## config.mk

```make
export PLATFORM = sky130hd
export DESIGN_NAME = hsv_to_rgb_converter_flat
export DESIGN_NICKNAME = d
export VERILOG_FILES = /design/src/sv/hsv2rgb_pkg.sv /design/src/sv/hsv2rgb_if.sv /design/src/sv/hsv2rgb_hue_decode.sv /design/src/sv/hsv_to_rgb_converter.sv /design/src/flat_wrapper.sv
export VERILOG_INCLUDE_DIRS = /design/src /design/src/sv
export SDC_FILE = /design/constraint.sdc
export NUM_CORES = 1
export LEC_CHECK = 0
export ABC_AREA = 1
export BUFFER_PORTS_ARGS = -buffer_cell sky130_fd_sc_hd__buf_2
export CAP_MARGIN = 15
export CORE_ASPECT_RATIO = 0.9
export CORE_MARGIN = 5
export CORE_UTILIZATION = 30
export DETAILED_ROUTE_END_ITERATION = 8
export GPL_ROUTABILITY_DRIVEN = 0
export GPL_TIMING_DRIVEN = 0
export PLACE_DENSITY = 0.52
export SLEW_MARGIN = 20
export SYNTH_ARGS = -nofsm -noshare
export SYNTH_HDL_FRONTEND = slang
export SYNTH_SLANG_ARGS = --single-unit
```

## constraint.sdc

```tcl
create_clock -name clk -period 4.86 [get_ports clk]
set_input_delay 0.729 -clock clk [delete_from_list [all_inputs] [get_ports clk]]
set_output_delay 0.729 -clock clk [all_outputs]
set_load 0.02 [all_outputs]
```

## src/sv/assert_macros.svh

```systemverilog
// Assertion macros shared by the RTL. Simulation builds get the checks;
// builds that define SYNTH get empty bodies.
`ifndef ASSERT_MACROS_SVH
`define ASSERT_MACROS_SVH
`ifndef SYNTH
// Consequent must hold in the same cycle as the antecedent.
`define ASSERT_IMPLIES(label, clk, rst, ante, cons, msg) \
  label: assert property (@(posedge clk) disable iff (rst) (ante) |-> (cons)) \
    else $error(msg);
// Consequent must hold in the cycle after the antecedent.
`define ASSERT_NEXT(label, clk, rst, ante, cons, msg) \
  label: assert property (@(posedge clk) disable iff (rst) (ante) |=> (cons)) \
    else $error(msg);
`else
`define ASSERT_IMPLIES(label, clk, rst, ante, cons, msg)
`define ASSERT_NEXT(label, clk, rst, ante, cons, msg)
`endif
`endif

```

## src/sv/hsv2rgb_pkg.sv

```systemverilog
package hsv2rgb_pkg;

  localparam int HUE_W  = 9;
  localparam int CH_W   = 8;
  localparam int R120_W = 7;
  localparam int WT_W   = 6;
  localparam int PROD_W = 2 * CH_W;
  localparam int Q_W    = CH_W + WT_W;

  // x = floor(q / 60) as (q * 17477) >> 20, exact for q below 23831.
  localparam int            RECIP_W     = 15;
  localparam logic [14:0]   RECIP_60    = 15'd17477;
  localparam int            RECIP_SHIFT = 20;
  localparam int            XPROD_W     = Q_W + RECIP_W;

  typedef logic [2:0] sector_t;

  // Sixty-degree hue sectors, named by the colors at their edges.
  localparam sector_t SEC_R_TO_Y = 3'd0;
  localparam sector_t SEC_Y_TO_G = 3'd1;
  localparam sector_t SEC_G_TO_C = 3'd2;
  localparam sector_t SEC_C_TO_B = 3'd3;
  localparam sector_t SEC_B_TO_M = 3'd4;
  localparam sector_t SEC_M_TO_R = 3'd5;

  typedef struct packed {
    sector_t           sector;
    logic [WT_W-1:0]   weight;
  } hue_info_t;

endpackage

```

## src/sv/hsv2rgb_if.sv

```systemverilog
interface hsv2rgb_in_if import hsv2rgb_pkg::*; ();
  logic             valid;
  logic             ready;
  logic [HUE_W-1:0] hue_deg;
  logic [CH_W-1:0]  saturation;
  logic [CH_W-1:0]  brightness;

  modport source (output valid, output hue_deg, output saturation,
                  output brightness, input ready);
  modport sink   (input valid, input hue_deg, input saturation,
                  input brightness, output ready);
endinterface

interface hsv2rgb_out_if import hsv2rgb_pkg::*; ();
  logic            valid;
  logic            ready;
  logic [CH_W-1:0] red;
  logic [CH_W-1:0] green;
  logic [CH_W-1:0] blue;

  modport source (output valid, output red, output green, output blue,
                  input ready);
  modport sink   (input valid, input red, input green, input blue,
                  output ready);
endinterface

```

## src/sv/hsv2rgb_hue_decode.sv

```systemverilog
// Splits a hue into its sector and the X weight 60 - |(hue mod 120) - 60|.
module hsv2rgb_hue_decode import hsv2rgb_pkg::*; (
  input  logic [HUE_W-1:0] hue_deg,
  output hue_info_t        info
);

  logic [HUE_W-1:0]  wrapped;
  logic [R120_W-1:0] r120;
  logic [R120_W-1:0] fold;

  always_comb begin
    if (hue_deg < HUE_W'(120)) begin
      wrapped = hue_deg;
    end else if (hue_deg < HUE_W'(240)) begin
      wrapped = hue_deg - HUE_W'(120);
    end else if (hue_deg < HUE_W'(360)) begin
      wrapped = hue_deg - HUE_W'(240);
    end else if (hue_deg < HUE_W'(480)) begin
      wrapped = hue_deg - HUE_W'(360);
    end else begin
      wrapped = hue_deg - HUE_W'(480);
    end
    r120 = wrapped[R120_W-1:0];

    if (r120 >= R120_W'(60)) begin
      fold = r120 - R120_W'(60);
    end else begin
      fold = R120_W'(60) - r120;
    end
    info.weight = WT_W'(R120_W'(60) - fold);

    // Hues of 300 and above, 360 and beyond included, share the last sector.
    if (hue_deg < HUE_W'(60)) begin
      info.sector = SEC_R_TO_Y;
    end else if (hue_deg < HUE_W'(120)) begin
      info.sector = SEC_Y_TO_G;
    end else if (hue_deg < HUE_W'(180)) begin
      info.sector = SEC_G_TO_C;
    end else if (hue_deg < HUE_W'(240)) begin
      info.sector = SEC_C_TO_B;
    end else if (hue_deg < HUE_W'(300)) begin
      info.sector = SEC_B_TO_M;
    end else begin
      info.sector = SEC_M_TO_R;
    end
  end

endmodule

```

## src/sv/hsv_to_rgb_converter.sv

```systemverilog
// HSV to RGB pixel converter.
// pix_in carries one HSV pixel per transaction: hue in whole degrees (0..360,
// larger codes wrap by 120 and use the last sector) and 8-bit saturation and
// value, where 255 means 1.0. pix_out carries the matching 8-bit red, green
// and blue pixel, one transaction for every input transaction, in order.
// The datapath is a five-stage pipeline: hue decode and the S*V product,
// chroma by a divide-by-255 add-and-shift, the chroma times X-weight product,
// X by a reciprocal multiply for the divide by 60, and the channel select
// with the m offset added into the output register.
// An accepted pixel passes through the stage A, B, C and D registers before
// it is loaded into the output register. Throughput is one pixel per cycle
// while the receiver does not stall; the three multipliers, one of them by a
// constant, are each used once per pixel.
// Every stage carries a valid bit. All stages advance together whenever the
// output register is empty or being drained, so pix_in.ready follows
// pix_out.ready while the output holds a result. A stalled receiver freezes
// the whole pipeline; no transaction is dropped or repeated.
// Synchronous reset clears the valid bits; the data registers keep whatever
// they held, since no result is offered until new pixels arrive.
module hsv_to_rgb_converter import hsv2rgb_pkg::*; (
  input  logic                clk,
  input  logic                rst,
  hsv2rgb_in_if.sink          pix_in,
  hsv2rgb_out_if.source       pix_out
);

`include "assert_macros.svh"

  // Global advance: the output register is free or being read this cycle.
  logic advance;
  assign advance      = !pix_out.valid || pix_out.ready;
  assign pix_in.ready = advance;

  hue_info_t hue_info;

  hsv2rgb_hue_decode u_hue_decode (
    .hue_deg (pix_in.hue_deg),
    .info    (hue_info)
  );

  // Stage A: sector, X weight, S*V product.
  logic              a_vld;
  sector_t           a_sec;
  logic [WT_W-1:0]   a_wt;
  logic [PROD_W-1:0] a_prod;
  logic [CH_W-1:0]   a_bright;

  // Stage B: chroma and the m offset.
  logic            b_vld;
  sector_t         b_sec;
  logic [WT_W-1:0] b_wt;
  logic [CH_W-1:0] b_chroma;
  logic [CH_W-1:0] b_m;

  // Stage C: chroma times weight.
  logic            c_vld;
  sector_t         c_sec;
  logic [CH_W-1:0] c_chroma;
  logic [CH_W-1:0] c_m;
  logic [Q_W-1:0]  c_q;

  // Stage D: X after the divide by 60.
  logic            d_vld;
  sector_t         d_sec;
  logic [CH_W-1:0] d_chroma;
  logic [CH_W-1:0] d_m;
  logic [CH_W-1:0] d_x;

  // The divide by 255 is exact for every S*V product, up to 255 * 255, as
  // (p + (p >> 8) + 1) >> 8.
  logic [PROD_W:0]    div255_sum;
  logic [CH_W-1:0]    chroma_next;
  logic [XPROD_W-1:0] x_prod;
  logic [CH_W-1:0]    x_next;

  assign div255_sum  = {1'b0, a_prod} + (PROD_W+1)'(a_prod[PROD_W-1:CH_W])
                       + (PROD_W+1)'(1);
  assign chroma_next = div255_sum[PROD_W-1:CH_W];
  assign x_prod      = XPROD_W'(c_q) * XPROD_W'(RECIP_60);
  assign x_next      = x_prod[RECIP_SHIFT+CH_W-1:RECIP_SHIFT];

  logic [CH_W-1:0] red_sel;
  logic [CH_W-1:0] green_sel;
  logic [CH_W-1:0] blue_sel;

  always_comb begin
    case (d_sec)
      SEC_R_TO_Y: begin
        red_sel = d_chroma; green_sel = d_x;      blue_sel = '0;
      end
      SEC_Y_TO_G: begin
        red_sel = d_x;      green_sel = d_chroma; blue_sel = '0;
      end
      SEC_G_TO_C: begin
        red_sel = '0;       green_sel = d_chroma; blue_sel = d_x;
      end
      SEC_C_TO_B: begin
        red_sel = '0;       green_sel = d_x;      blue_sel = d_chroma;
      end
      SEC_B_TO_M: begin
        red_sel = d_x;      green_sel = '0;       blue_sel = d_chroma;
      end
      default: begin
        red_sel = d_chroma; green_sel = '0;       blue_sel = d_x;
      end
    endcase
  end

  always_ff @(posedge clk) begin
    if (rst) begin
      a_vld         <= 1'b0;
      b_vld         <= 1'b0;
      c_vld         <= 1'b0;
      d_vld         <= 1'b0;
      pix_out.valid <= 1'b0;
    end else if (advance) begin
      a_vld         <= pix_in.valid;
      b_vld         <= a_vld;
      c_vld         <= b_vld;
      d_vld         <= c_vld;
      pix_out.valid <= d_vld;
    end
  end

  always_ff @(posedge clk) begin
    if (advance) begin
      a_sec    <= hue_info.sector;
      a_wt     <= hue_info.weight;
      a_prod   <= PROD_W'(pix_in.saturation) * PROD_W'(pix_in.brightness);
      a_bright <= pix_in.brightness;

      b_sec    <= a_sec;
      b_wt     <= a_wt;
      b_chroma <= chroma_next;
      b_m      <= a_bright - chroma_next;

      c_sec    <= b_sec;
      c_chroma <= b_chroma;
      c_m      <= b_m;
      c_q      <= Q_W'(b_chroma) * Q_W'(b_wt);

      d_sec    <= c_sec;
      d_chroma <= c_chroma;
      d_m      <= c_m;
      d_x      <= x_next;

      // C + m is the brightness and X never exceeds C, so no sum overflows.
      pix_out.red   <= red_sel + d_m;
      pix_out.green <= green_sel + d_m;
      pix_out.blue  <= blue_sel + d_m;
    end
  end

  `ASSERT_NEXT(a_load_on_accept, clk, rst, pix_in.valid && pix_in.ready, a_vld, "accepted pixel did not enter stage A")
  `ASSERT_NEXT(hold_on_stall, clk, rst, !advance, $stable({a_vld, b_vld, c_vld, d_vld}), "pipeline moved during a stall")
  `ASSERT_IMPLIES(x_within_chroma, clk, rst, d_vld, d_x <= d_chroma, "X exceeds chroma")
  `ASSERT_IMPLIES(weight_in_range, clk, rst, a_vld, a_wt <= WT_W'(60), "X weight above 60")

endmodule

```

## src/flat_wrapper.sv

```systemverilog
// flat-port wrapper written by rule: the top's interface ports become plain ports
module hsv_to_rgb_converter_flat import hsv2rgb_pkg::*;
  (clk, rst, pix_in_valid, pix_in_hue_deg, pix_in_saturation, pix_in_brightness, pix_in_ready, pix_out_valid, pix_out_red, pix_out_green, pix_out_blue, pix_out_ready);
  hsv2rgb_in_if pix_in_i ();
  hsv2rgb_out_if pix_out_i ();
  input  logic clk;
  input  logic rst;
  input wire logic [$bits(pix_in_i.valid)-1:0] pix_in_valid;
  input wire logic [$bits(pix_in_i.hue_deg)-1:0] pix_in_hue_deg;
  input wire logic [$bits(pix_in_i.saturation)-1:0] pix_in_saturation;
  input wire logic [$bits(pix_in_i.brightness)-1:0] pix_in_brightness;
  output wire logic [$bits(pix_in_i.ready)-1:0] pix_in_ready;
  output wire logic [$bits(pix_out_i.valid)-1:0] pix_out_valid;
  output wire logic [$bits(pix_out_i.red)-1:0] pix_out_red;
  output wire logic [$bits(pix_out_i.green)-1:0] pix_out_green;
  output wire logic [$bits(pix_out_i.blue)-1:0] pix_out_blue;
  input wire logic [$bits(pix_out_i.ready)-1:0] pix_out_ready;
  assign pix_in_i.valid = pix_in_valid;
  assign pix_in_i.hue_deg = pix_in_hue_deg;
  assign pix_in_i.saturation = pix_in_saturation;
  assign pix_in_i.brightness = pix_in_brightness;
  assign pix_in_ready = pix_in_i.ready;
  assign pix_out_valid = pix_out_i.valid;
  assign pix_out_red = pix_out_i.red;
  assign pix_out_green = pix_out_i.green;
  assign pix_out_blue = pix_out_i.blue;
  assign pix_out_i.ready = pix_out_ready;
  hsv_to_rgb_converter u_core (.clk(clk), .rst(rst), .pix_in(pix_in_i), .pix_out(pix_out_i));
endmodule
```

==> run metrics <==
Die Y 203.2 um; Post-DP Area 13380 um2; Cells on Worst Hold Path 0; # clock sinks 147; met3 Usage GRT 1.885%; clock skew 0.01369 ns; Worst Hold Endpoint u_core.c_sec[1]; Area contributors post-synth edfxtp_1 34%, ha_1 19%, fa_1 14%, inv_1 8.3%, nand2_1 7.0%; clock buffer count from CTS 17; status completed; design area 14070 um2; CP Launch Point u_core.c_q[11]; Ant. Diodes 0; share of cells above drive strength 1 9.823%; RSZ-0062 raised after global routing no; cells on worst reg2reg path 15; Tcrit/Tclk final 95.48%; FF-to-FF setup slack 0.22 ns; fmax 215.5 MHz; Fillers 4197; DRT Wirelength 22.68 mm; Die Wd 224.7 um; clock-pin slew on the worst setup and hold paths 0.06 ns; global routing usage on met2 17.36%; worst-path fanout max 4; Arr. time, crit path 4.80 ns; DP HPWL 18.66 mm; Layout Nets 1643; cell chosen for the clock root clkbuf_16; Area growth, synth to finish 13.09%; pin count of the biggest net entering global routing 81; initial antenna violation count 0; clk buf depth 2; GRT busiest layer met2; First-pass DRT Iterations 4; Post-Syn Area per Cell 9.761 um2; Setup CP Type reg2reg; Setup Viol. Count Final 0; CTS tree built; asr flop ratio synth 0%; synthesis warning total 0; Antenna Nets Post-Route 0; Non-Filler Instances 1894; Port Buffers 45; reg-to-reg endpoint u_core.d_x[7]; Final Hold Viols 0; post-layout min period 4.640 ns; gr ovfl total 0; setup TNS 0 ns; fin. max-slew vios 0; R2R Path Start u_core.c_q[11]; num ports 55; Synth Net Count 1577; Most used DFF post-synth edfxtp_1; Avg WL per Cell 11.98 um; vias in the first global route 8392; Initial Util 30.49%; vias per cell 4.376; CP startpoint kind flop; max-cap violations 0; Crit. End Element flop; top cell type by total area after synthesis edfxtp_1; DRC 0; Synth Instances 1275; DR iter-0 viols 410; number of synthesized flops with an enable pin 142; #FFs+latches synth 147; Slew headroom 52.49%; Critical Path RT 5.02 ns; Post-Syn Area 12450 um2; count leader, synth inv_1; Global Route Usage Sum 10.41%; clk_lat worst skew 0.42 ns; CTS HTree Levels 4; Hold Path Class reg2reg; Worst-Margin Slew 0.7080 ns; Netlist cell types 46; most instantiated cells after synthesis 276 x inv_1, 232 x nand2_1, 188 x ha_1, 142 x edfxtp_1, 85 x fa_1; share of the synthesized area in the top cell type 34.26%; core footprint 40810 um2; post-placement cell count 1861; Rows 70; global-route wire length before repair 39.71 mm; cts hold-fix bufs 0; hold_sp u_core.b_sec[1]; post-synthesis sequential area ratio 35.07%; routing usage on met1 14.13%; die footprint 45660 um2; detailed-route via count 8288
## metrics by stage
step / utilization [%] / hold WS [ns] / worst slack, ns
6_report: 34.49 / 0.4120 / 0.2196
5_1_grt: 34.49 / 0.4156 / 0.0004290
4_1_cts: 34.21 / 0.4105 / 0.01478
3_5_place_dp: 32.79 / 0.4045 / -0.5415
3_3_place_gp: 32.70 / 0.4027 / -1.364
2_1_floorplan: - / 0.4003 / 0.02935
## metal layers
layer,up-vias,part of all wire (%)
li1,4243,-
met1,3937,49
met2,98,48
met3,10,2.5
met4,0,0.84
met5,-,0
## worst max-delay path, stage by stage, from the launching register on
cell      delay (ns)
edfxtp_1        0.44
ha_1            0.33
fa_1            0.50
fa_1            0.45
fa_2            0.41
fa_1            0.51
ha_4            0.31
nand4_1         0.14
nor3_4          0.25
nand4_1         0.20
nand3_2         0.16
nand3_2         0.10
nand2_4         0.11
nand4_1         0.14
a21boi_2        0.24
xnor2_2         0.09
## logic make-up after synthesis
group                    after synthesis  synth area share [%]
AO/OA/AOI/OAI                        145                 6.866
flip-flops                           147                 35.07
adder cells (fa/ha/maj)              273                 32.57
AND/OR/NAND/NOR                      338                 11.44
XOR/XNOR                              68                 4.785
buffers and inverters                304                 9.269
## area by class of cell
class	count	area (um2)	share of cell area, %
tap	540	675.6	4.800
multi-input combinational	824	6997	49.71
buffer	18	87.58	0.6223
inverter	280	1059	7.521
clock inverter	9	106.4	0.7556
clock buffer	23	478.0	3.396
sequential	147	4364	31.01
timing repair buffer	53	307.8	2.187
## sequential cells by signal (all words and copies together), names as in the netlist, 3 cells and up
signal,flops
u_core.a_prod,16
u_core.c_q,14
u_core.a_bright,8
u_core.b_chroma,8
u_core.b_m,8
u_core.c_chroma,8
u_core.c_m,8
u_core.d_chroma,8
u_core.d_m,8
u_core.d_x,8
u_core.pix_out.blue,8
u_core.pix_out.green,8
u_core.pix_out.red,8
u_core.a_wt,6
u_core.b_wt,6
u_core.a_sec,3
u_core.b_sec,3
u_core.c_sec,3
u_core.d_sec,3
## what timing repair did
action | 4_1_cts | 5_1_grt
pin swaps | 0 | 13
setup buffers | 0 | 7
endpoints found under the setup margin | 4 | 5
gates resized for setup | 2 | 33
## cell usage in the layout (no fill, tap or decap), types with 3 or more instances in the layout
cell | synthesis | final
nor2_1 | 45 | 43
edfxtp_1 | 142 | 142
clkbuf_16 | 0 | 17
o21ai_0 | 25 | 23
ha_1 | 188 | 187
clkbuf_2 | 0 | 7
clkbuf_8 | 0 | 3
fa_1 | 85 | 82
nand3_1 | 26 | 24
clkinvlp_4 | 0 | 3
a21oi_1 | 69 | 68
clkbuf_1 | 21 | 12
xnor2_1 | 14 | 13
o22ai_1 | 24 | 24
nand2_2 | 7 | 7
o21ai_1 | 3 | 5
nand4_1 | 8 | 8
nor2_2 | 1 | 3
nand2_1 | 232 | 231
a31oi_1 | 6 | 6
buf_2 | 1 | 44
buf_4 | 1 | 8
fa_2 | 0 | 3
clkinv_2 | 0 | 3
inv_1 | 276 | 273
inv_2 | 4 | 6
xor2_1 | 54 | 54
nand2_4 | 2 | 3
o21bai_1 | 3 | 3
dfxtp_1 | 5 | 5
nand3_2 | 3 | 5
## worst max-delay path by stage
stage                        endpoint  slack [ns]  cells past startpoint
finish                  u_core.d_x[7]        0.22                     15
floorplan           u_core.a_prod[14]        0.03                     22
global placement         pix_in_ready       -1.36                      4
global route            u_core.d_x[7]      0.0004                     17
detailed placement  u_core.a_prod[14]       -0.54                     23
CTS                 u_core.a_prod[14]        0.01                     22
Power is left out: the tool's default activity adds up to more than one toggle a clock period on the data nets, which glitch-free logic cannot reach.
